`src/hdl/ctp_pkg.sv`:
```
// ----------------------------------------------------------------------------
// ctp_pkg
// Shared types and codes for the counter/priority task picker: request and
// result beats, the stored slot record and the sequencer state encoding.
// ----------------------------------------------------------------------------
package ctp_pkg;

    // Request codes carried in req_type.
    localparam logic REQ_PICK = 1'b0;
    localparam logic REQ_LOAD = 1'b1;

    // Width of the slot index field of a request and of next_task.
    localparam int unsigned SLOT_FIELD_W = 6;

    // Input beat.
    typedef struct packed {
        logic       req_type;
        logic [5:0] slot_index;
        logic       slot_present;
        logic       slot_runnable;
        logic [6:0] slot_priority;
        logic [7:0] slot_counter;
    } t_in;

    // Result beat.
    typedef struct packed {
        logic [5:0] next_task;
        logic [7:0] chosen_counter;
        logic       did_recompute;
        logic       none_runnable;
    } t_out;

    // One entry of the task table.
    typedef struct packed {
        logic       present;
        logic       runnable;
        logic [6:0] priority_val;
        logic [7:0] counter;
    } t_slot;

    // Sequencer states, one-hot.
    typedef enum logic [3:0] {
        ST_IDLE   = 4'b0001,
        ST_SCAN   = 4'b0010,
        ST_RECOMP = 4'b0100,
        ST_FLUSH  = 4'b1000
    } t_state;

endpackage

```
`src/hdl/ctp_task_mem.sv`:
```
// ----------------------------------------------------------------------------
// ctp_task_mem
// Task slot table: one synchronous RAM with a registered read port and one
// write port, plus a valid bit per entry so that unwritten slots read as zero.
// ----------------------------------------------------------------------------
module ctp_task_mem
    import ctp_pkg::*;
#(
    parameter int unsigned NUM_TASKS = 64,
    parameter int unsigned IDX_W     = 6
) (
    input  logic             i_clk,
    input  logic             i_rst_n,
    input  logic             i_rd_en,
    input  logic [IDX_W-1:0] i_rd_addr,
    output t_slot            o_rd_data,
    input  logic             i_wr_en,
    input  logic [IDX_W-1:0] i_wr_addr,
    input  t_slot            i_wr_data
);

    t_slot mem [NUM_TASKS];
    logic  r_valid [NUM_TASKS];
    t_slot r_rd_data;
    logic  r_rd_vbit;

    // Table storage, written in place.
    always_ff @(posedge i_clk) begin
        if (i_wr_en) begin
            mem[i_wr_addr] <= i_wr_data;
        end
    end

    // Valid bits, cleared at reset and set by any write.
    always_ff @(posedge i_clk) begin
        if (!i_rst_n) begin
            for (int i = 0; i < NUM_TASKS; i++) begin
                r_valid[i] <= 1'b0;
            end
        end else if (i_wr_en) begin
            r_valid[i_wr_addr] <= 1'b1;
        end
    end

    // Registered read port.
    always_ff @(posedge i_clk) begin
        if (i_rd_en) begin
            r_rd_data <= mem[i_rd_addr];
            r_rd_vbit <= r_valid[i_rd_addr];
        end
    end

    // A slot never written reads as an empty slot.
    assign o_rd_data = r_rd_vbit ? r_rd_data : '0;

endmodule

```
`src/hdl/ctp_pick_ctrl.sv`:
```
// ----------------------------------------------------------------------------
// ctp_pick_ctrl
// Sequencer for loads and picks. A pick streams the table from the top slot
// down to slot 1, tracking the best runnable counter; if that best is zero
// a second pass halves and refills every present counter, writes it back
// and scans the new values in the same sweep.
// ----------------------------------------------------------------------------
module ctp_pick_ctrl
    import ctp_pkg::*;
#(
    parameter int unsigned NUM_TASKS = 64,
    parameter int unsigned IDX_W     = 6
) (
    input  logic             i_clk,
    input  logic             i_rst_n,
    input  logic             i_in_valid,
    output logic             o_in_ready,
    input  t_in              i_in,
    output logic             o_res_valid,
    input  logic             i_res_ready,
    output t_out             o_res,
    output logic             o_rd_en,
    output logic [IDX_W-1:0] o_rd_addr,
    input  t_slot            i_rd_data,
    output logic             o_wr_en,
    output logic [IDX_W-1:0] o_wr_addr,
    output t_slot            o_wr_data
);

    localparam int unsigned EXT_W = IDX_W + SLOT_FIELD_W;
    localparam logic [IDX_W-1:0] TOP_SLOT = IDX_W'(NUM_TASKS - 1);
    localparam logic [IDX_W-1:0] LAST_SLOT = IDX_W'(1);

    t_state           r_state, n_state;
    logic [IDX_W-1:0] r_addr, n_addr;
    logic             r_issue, n_issue;
    logic             r_p_vld;
    logic [IDX_W-1:0] r_p_addr;
    logic             r_found, n_found;
    logic [7:0]       r_best, n_best;
    logic [IDX_W-1:0] r_win, n_win;
    t_out             r_res, n_res;

    logic             in_fire;
    logic             load_ok;
    logic [EXT_W-1:0] load_idx_ext;
    logic [8:0]       refill_sum;
    logic [7:0]       refill_cnt;
    logic [7:0]       eff_cnt;
    logic             hit;
    logic             f_found;
    logic [7:0]       f_best;
    logic [IDX_W-1:0] f_win;
    logic             pass_end;
    logic [EXT_W-1:0] win_ext;
    t_out             found_res;
    t_out             empty_res;

    assign o_in_ready  = (r_state == ST_IDLE);
    assign in_fire     = i_in_valid && o_in_ready;
    assign o_res_valid = (r_state == ST_FLUSH);
    assign o_res       = r_res;

    // Loads beyond the table are dropped.
    assign load_idx_ext = {{IDX_W{1'b0}}, i_in.slot_index};
    assign load_ok      = load_idx_ext < EXT_W'(NUM_TASKS);

    // Refill: half the counter plus the priority, saturated to eight bits.
    assign refill_sum = {2'b00, i_rd_data.counter[7:1]} + {2'b00, i_rd_data.priority_val};
    assign refill_cnt = refill_sum[8] ? 8'hFF : refill_sum[7:0];
    assign eff_cnt    = ((r_state == ST_RECOMP) && i_rd_data.present) ? refill_cnt
                                                                      : i_rd_data.counter;

    // Running maximum; strict compare keeps the higher index on ties.
    assign hit = r_p_vld && i_rd_data.present && i_rd_data.runnable
                 && (!r_found || (eff_cnt > r_best));
    assign f_found = r_found || hit;
    assign f_best  = hit ? eff_cnt : r_best;
    assign f_win   = hit ? r_p_addr : r_win;
    assign pass_end = r_p_vld && (r_p_addr == LAST_SLOT);

    // Result beats for a found winner and for an empty table.
    assign win_ext = {{SLOT_FIELD_W{1'b0}}, f_win};
    always_comb begin
        found_res                = '0;
        found_res.next_task      = win_ext[SLOT_FIELD_W-1:0];
        found_res.chosen_counter = f_best;
        found_res.did_recompute  = (r_state == ST_RECOMP);
        found_res.none_runnable  = 1'b0;
        empty_res                = '0;
        empty_res.none_runnable  = 1'b1;
    end

    // Memory ports: reads follow the scan address, writes come from loads or refill.
    assign o_rd_en   = r_issue;
    assign o_rd_addr = r_addr;
    always_comb begin
        o_wr_en   = 1'b0;
        o_wr_addr = r_p_addr;
        o_wr_data = i_rd_data;
        o_wr_data.counter = eff_cnt;
        if ((r_state == ST_IDLE) && in_fire && (i_in.req_type == REQ_LOAD)) begin
            o_wr_en                = load_ok;
            o_wr_addr              = load_idx_ext[IDX_W-1:0];
            o_wr_data.present      = i_in.slot_present;
            o_wr_data.runnable     = i_in.slot_runnable;
            o_wr_data.priority_val = i_in.slot_priority;
            o_wr_data.counter      = i_in.slot_counter;
        end else if ((r_state == ST_RECOMP) && r_p_vld && i_rd_data.present) begin
            o_wr_en = 1'b1;
        end
    end

    // Next-state logic of the sequencer.
    always_comb begin
        n_state = r_state;
        n_addr  = r_addr;
        n_issue = r_issue;
        n_found = r_found;
        n_best  = r_best;
        n_win   = r_win;
        n_res   = r_res;
        if (r_issue) begin
            if (r_addr == LAST_SLOT) begin
                n_issue = 1'b0;
            end else begin
                n_addr = r_addr - IDX_W'(1);
            end
        end
        case (r_state)
            ST_IDLE: begin
                if (in_fire && (i_in.req_type == REQ_PICK)) begin
                    n_state = ST_SCAN;
                    n_addr  = TOP_SLOT;
                    n_issue = 1'b1;
                    n_found = 1'b0;
                    n_best  = '0;
                    n_win   = '0;
                end
            end
            ST_SCAN: begin
                n_found = f_found;
                n_best  = f_best;
                n_win   = f_win;
                if (pass_end) begin
                    if (!f_found) begin
                        n_res   = empty_res;
                        n_state = ST_FLUSH;
                    end else if (f_best != 8'd0) begin
                        n_res   = found_res;
                        n_state = ST_FLUSH;
                    end else begin
                        n_state = ST_RECOMP;
                        n_addr  = TOP_SLOT;
                        n_issue = 1'b1;
                        n_found = 1'b0;
                        n_best  = '0;
                        n_win   = '0;
                    end
                end
            end
            ST_RECOMP: begin
                n_found = f_found;
                n_best  = f_best;
                n_win   = f_win;
                if (pass_end) begin
                    n_res   = f_found ? found_res : empty_res;
                    n_state = ST_FLUSH;
                end
            end
            ST_FLUSH: begin
                if (i_res_ready) begin
                    n_state = ST_IDLE;
                end
            end
            default: begin
                n_state = ST_IDLE;
                n_issue = 1'b0;
            end
        endcase
    end

    // Control registers.
    always_ff @(posedge i_clk) begin
        if (!i_rst_n) begin
            r_state <= ST_IDLE;
            r_issue <= 1'b0;
            r_p_vld <= 1'b0;
        end else begin
            r_state <= n_state;
            r_issue <= n_issue;
            r_p_vld <= r_issue;
        end
    end

    // Scan datapath registers.
    always_ff @(posedge i_clk) begin
        r_addr   <= n_addr;
        r_p_addr <= r_addr;
        r_found  <= n_found;
        r_best   <= n_best;
        r_win    <= n_win;
        r_res    <= n_res;
    end

endmodule

```
`src/hdl/counter_priority_task_picker.sv`:
```
// ----------------------------------------------------------------------------
// counter_priority_task_picker
// Task table with a counter/priority scheduling decision per pick beat.
// ----------------------------------------------------------------------------
// A load beat writes one slot of the table and returns no result. A pick
// beat sweeps the table through its one read port, one slot per cycle from
// the top slot down to slot 1; when the best runnable counter is zero a
// second sweep refills every present slot and rescans the table, and the
// result then goes to the output register. Slots read as empty after reset
// without a clearing pass. The output register lets the result wait for the
// consumer while the next beat is already accepted.
// ----------------------------------------------------------------------------
module counter_priority_task_picker
    import ctp_pkg::*;
#(
    parameter int unsigned NUM_TASKS = 64
) (
    input  logic i_clk,
    input  logic i_rst_n,
    input  logic i_in_valid,
    output logic o_in_ready,
    input  t_in  i_in,
    output logic o_out_valid,
    input  logic i_out_ready,
    output t_out o_out
);

    localparam int unsigned IDX_W = $clog2(NUM_TASKS);

    logic             res_valid;
    logic             res_ready;
    t_out             res;
    logic             rd_en;
    logic [IDX_W-1:0] rd_addr;
    t_slot            rd_data;
    logic             wr_en;
    logic [IDX_W-1:0] wr_addr;
    t_slot            wr_data;
    logic             r_out_vld;
    t_out             r_out;

    ctp_task_mem #(
        .NUM_TASKS(NUM_TASKS),
        .IDX_W    (IDX_W)
    ) u_mem (
        .i_clk    (i_clk),
        .i_rst_n  (i_rst_n),
        .i_rd_en  (rd_en),
        .i_rd_addr(rd_addr),
        .o_rd_data(rd_data),
        .i_wr_en  (wr_en),
        .i_wr_addr(wr_addr),
        .i_wr_data(wr_data)
    );

    ctp_pick_ctrl #(
        .NUM_TASKS(NUM_TASKS),
        .IDX_W    (IDX_W)
    ) u_ctrl (
        .i_clk      (i_clk),
        .i_rst_n    (i_rst_n),
        .i_in_valid (i_in_valid),
        .o_in_ready (o_in_ready),
        .i_in       (i_in),
        .o_res_valid(res_valid),
        .i_res_ready(res_ready),
        .o_res      (res),
        .o_rd_en    (rd_en),
        .o_rd_addr  (rd_addr),
        .i_rd_data  (rd_data),
        .o_wr_en    (wr_en),
        .o_wr_addr  (wr_addr),
        .o_wr_data  (wr_data)
    );

    // Output register: takes a result whenever it is empty or being drained.
    assign res_ready = !r_out_vld || i_out_ready;

    always_ff @(posedge i_clk) begin
        if (!i_rst_n) begin
            r_out_vld <= 1'b0;
        end else if (res_ready) begin
            r_out_vld <= res_valid;
        end
    end

    always_ff @(posedge i_clk) begin
        if (res_ready && res_valid) begin
            r_out <= res;
        end
    end

    assign o_out_valid = r_out_vld;
    assign o_out       = r_out;

    // A pick beat blocks further input until its result is out of the sequencer.
    a_pick_blocks: assert property (@(posedge i_clk) disable iff (!i_rst_n)
        (i_in_valid && o_in_ready && (i_in.req_type == REQ_PICK)) |=> !o_in_ready)
        else $error("input accepted while a pick is in progress");

    // A result held back by a full output register stays put.
    a_res_hold: assert property (@(posedge i_clk) disable iff (!i_rst_n)
        (res_valid && !res_ready) |=> (res_valid && $stable(res)))
        else $error("pending result changed before it was taken");

    // An empty-table result carries slot 0, a zero counter and no refill.
    a_empty_res: assert property (@(posedge i_clk) disable iff (!i_rst_n)
        (o_out_valid && o_out.none_runnable) |->
        ((o_out.next_task == 6'd0) && (o_out.chosen_counter == 8'd0)
         && !o_out.did_recompute))
        else $error("empty-table result with nonzero fields");

endmodule
```
`config.mk`:
```
export PLATFORM = sky130hd
export DESIGN_NAME = counter_priority_task_picker
export DESIGN_NICKNAME = d
export VERILOG_FILES = /design/src/hdl/ctp_pkg.sv /design/src/hdl/ctp_task_mem.sv /design/src/hdl/ctp_pick_ctrl.sv /design/src/hdl/counter_priority_task_picker.sv
export SDC_FILE = /design/constraint.sdc
export NUM_CORES = 2
export LEC_CHECK = 0
export BUFFER_PORTS_ARGS = -buffer_cell sky130_fd_sc_hd__buf_2
export CAP_MARGIN = 10
export CORE_MARGIN = 5
export CORE_UTILIZATION = 40
export DETAILED_ROUTE_END_ITERATION = 8
export PLACE_DENSITY = 0.6
export RECOVER_POWER = 50
export SLEW_MARGIN = 40
export SYNTH_ARGS = -nofsm -noshare
export SYNTH_HDL_FRONTEND = slang
export SYNTH_SLANG_ARGS = --single-unit
```
`constraint.sdc`:
```
create_clock -name i_clk -period 8 [get_ports i_clk]
set_input_delay 1.6 -clock i_clk [delete_from_list [all_inputs] [get_ports i_clk]]
set_output_delay 1.6 -clock i_clk [all_outputs]
set_load 0.02 [all_outputs]
```
==> results.toml <==
[outcome]
outcome = "complete, but fails checks"
violations = "max-capacitance violations, max-slew violations"

[logic_synthesis]
syn_avg_cell_area_um2 = 21.9
yosysUniqueCellTypes = 61
ys.warnings.count = 0
synth_area_um2 = 48000
async_flop_share = 0
syn-num-nets = 2236
ys_ff_latch = 1236
synth-seq-area-share = 0.756
synth_flop_cell = "edfxtp_1"
synth_edf_count = 1153
syn_inst = 2190

[power_and_ir_drop]
power.density_nw_per_um2 = 298
p_leak_nw = 17.6
vdd_drop_max_mv = 0.199

[critical_path]
crit_slowest_cell = "clkbuf_1"
regToRegEndpoint = "u_mem.mem[23][0]"
worst-path-buf-inv = 2
endpoint_kind = "register"
r2r_slack_ps = 1440
cp_cell_sequence = "or4b_2 > inv_1 > nand3_1 > a21oi_1 > clkbuf_1"
cp.required_ps = 8100
worstPathMaxFanout = 48
startpoint_type = "register"
arrival_ps = 6660
r2r_cells = 5
path_class = "reg -> reg"
path_delay_family = "buffers and inverters"
max_stage_delay_ps = 1920
r2r-start = "u_ctrl.r_state[3]"
startpoint = "u_ctrl.r_state[3]"

[cts]
cts_tree = "built"
clkLatencyLatePin_ps = 700
h-tree-depth = 3
cts_setup_buffers = 0
hold_buffers = 0
cts-buffers-inserted = 121
ctsLongestPathBuffers = 3
cts.sinks = 1236
ctsResizeCount = 0
cts-root-buf = "clkbuf_16"
clk_pin_slew_ps = 70

[floorplanning]
dieWidth_um = 356
start_util = 0.402
dieArea_um2 = 127000
ios = 46
fp.dieH_um = 356
core-area_um2 = 119000
num_rows = 127

[route]
first_iter_violations = 2345
via_count = 22800
drt_wl_total_mm = 114
route.detailed.drc = 0
antenna_left = 0
wl_per_cell_um = 28.2
viasPerCell = 5.61
drt_pass1_iterations = 6

[timing]
finalSetupViolCount = 0
clock.fmax_ghz = 0.152
slew_violations = 1220
period_share = 0.820
fin_skew_ps = 21.0
slew-limit-headroom = -1.52
layout_min_cycle_time_ps = 6560
setup_tns_ps = 0
worstMarginPinSlew_ps = 3790
hold_viol_final = 0
rsz0062_at_grt = "no"

[global_routing]
antenna_found_initial = 9
grt_pass1_vias = 23200
use_met3 = 0.0276
grt.busiest_layer = "met2"
grt_pass1_wl_mm = 166
grt_max_degree = 114
grt_overflow = 0
grt.total_usage = 0.181
grt_use_met2 = 0.300
met1_usage = 0.248

[place]
port_buffers = 45
gp_congestion = 0.849
dp_hpwl_mm = 65.8

[worst_hold_path]
holdPathEnd = "o_out[2]"
worstHoldStart = "u_ctrl.o_res[2]"
min_path_cells = 0
worstHoldPathType = "reg -> reg"

[run]
cap_violations = 32

[cells_and_area]
area_delta_synth_final_pct = 14.4
final_nets = 2386
postLayoutCoreUtil = 0.460
final_common_cell = "edfxtp_1"
mostFrequentLayoutCells = "edfxtp_1, mux4_2, clkbuf_16"
drive_above_1_share = 0.301
fillCellCount = 9932
[power by group]
part | internal (mW) | switching (mW)
combinational | 1.18 | 1.60
clock | 3.49 | 2.41
sequential | 7.58 | 0.0952
total | 12.2 | 4.11
[how the worst max path moves through the flow]
stage | endpoint | slack (ps) | depth (start not counted)
global route | u_mem.mem[7][0] | 1040 | 5
CTS | u_ctrl.o_res[2] | 2240 | 16
detailed placement | u_ctrl.o_res[10] | 2260 | 16
global placement | u_ctrl.o_res[10] | 2010 | 16
finish | u_mem.mem[23][0] | 1440 | 5
floorplan | u_ctrl.o_res[0] | 2130 | 19
[sequential cells by signal, indices dropped and copies added (netlist names), 8 cells and up]
name	cells
u_mem.mem	1088
u_mem.r_valid	64
u_mem.r_rd_data	17
o_out	16
u_ctrl.o_res	16
u_ctrl.r_best	8
[cell type report]
type	instances	area, um2	area share
inverters	14	52.6	0.000957
repair buffers	138	886	0.0161
well taps	1612	2020	0.0367
flip-flops and latches	1236	36300	0.661
clock inverters	89	1010	0.0184
multi-input cells	829	11500	0.209
clock buffers	142	3180	0.0579
diodes	6	15.0	0.000273
[routing by layer]
layer  up-vias  share of wire
met5         -              0
met1     12300           0.41
met4         0          0.034
met2       759           0.49
met3       201          0.060
li1       9502              -
[cell families after synthesis]
group                      share of synthesized area
AOI/OAI and AO/OA                             0.0202
adders and majority gates                    0.00485
and+or+nand+nor                               0.0261
buffers and inverters                         0.0101
DFF                                            0.756
xor gates and xnor gates                     0.00128
muxes                                          0.182
[metrics by stage]
| step | hold WS, ps | cell area [um2] | setup WS [ps] | instances | power, mW |
|---|---|---|---|---|---|
| final | 423 | 54900 | 1440 | 4066 | 16.4 |
| after global routing | 438 | 54900 | 1040 | 4063 | 16.9 |
| after CTS | 421 | 55100 | 2240 | 4056 | 16.5 |
| after detailed placement | 405 | 50900 | 2260 | 3825 | 10.6 |
| after global placement | 405 | 50800 | 2010 | 3822 | 10.5 |
| after floorplan | 329 | 48000 | 2130 | 2190 | 9.61 |
[Yosys cell counts (all sizes together), types with 5 or more instances]
cell    count  area [um2]
edfxtp   1153       34600
nand2      58         230
buf        30         125
a21oi      21         109
clkbuf     81         305
o21a       70         526
and2       14        87.6
mux2        7        78.8
mux2i      12         120
nand3b      6        48.8
nor2      133         507
nand3      11        65.1
o21ai      27         143
ha         17         213
o31ai       5        37.5
nand2b      6        45.0
nor2b       7        43.8
dfxtp      83        1660
inv        14        52.6
mux4      378        8510
(Power assumes the default switching activity.)
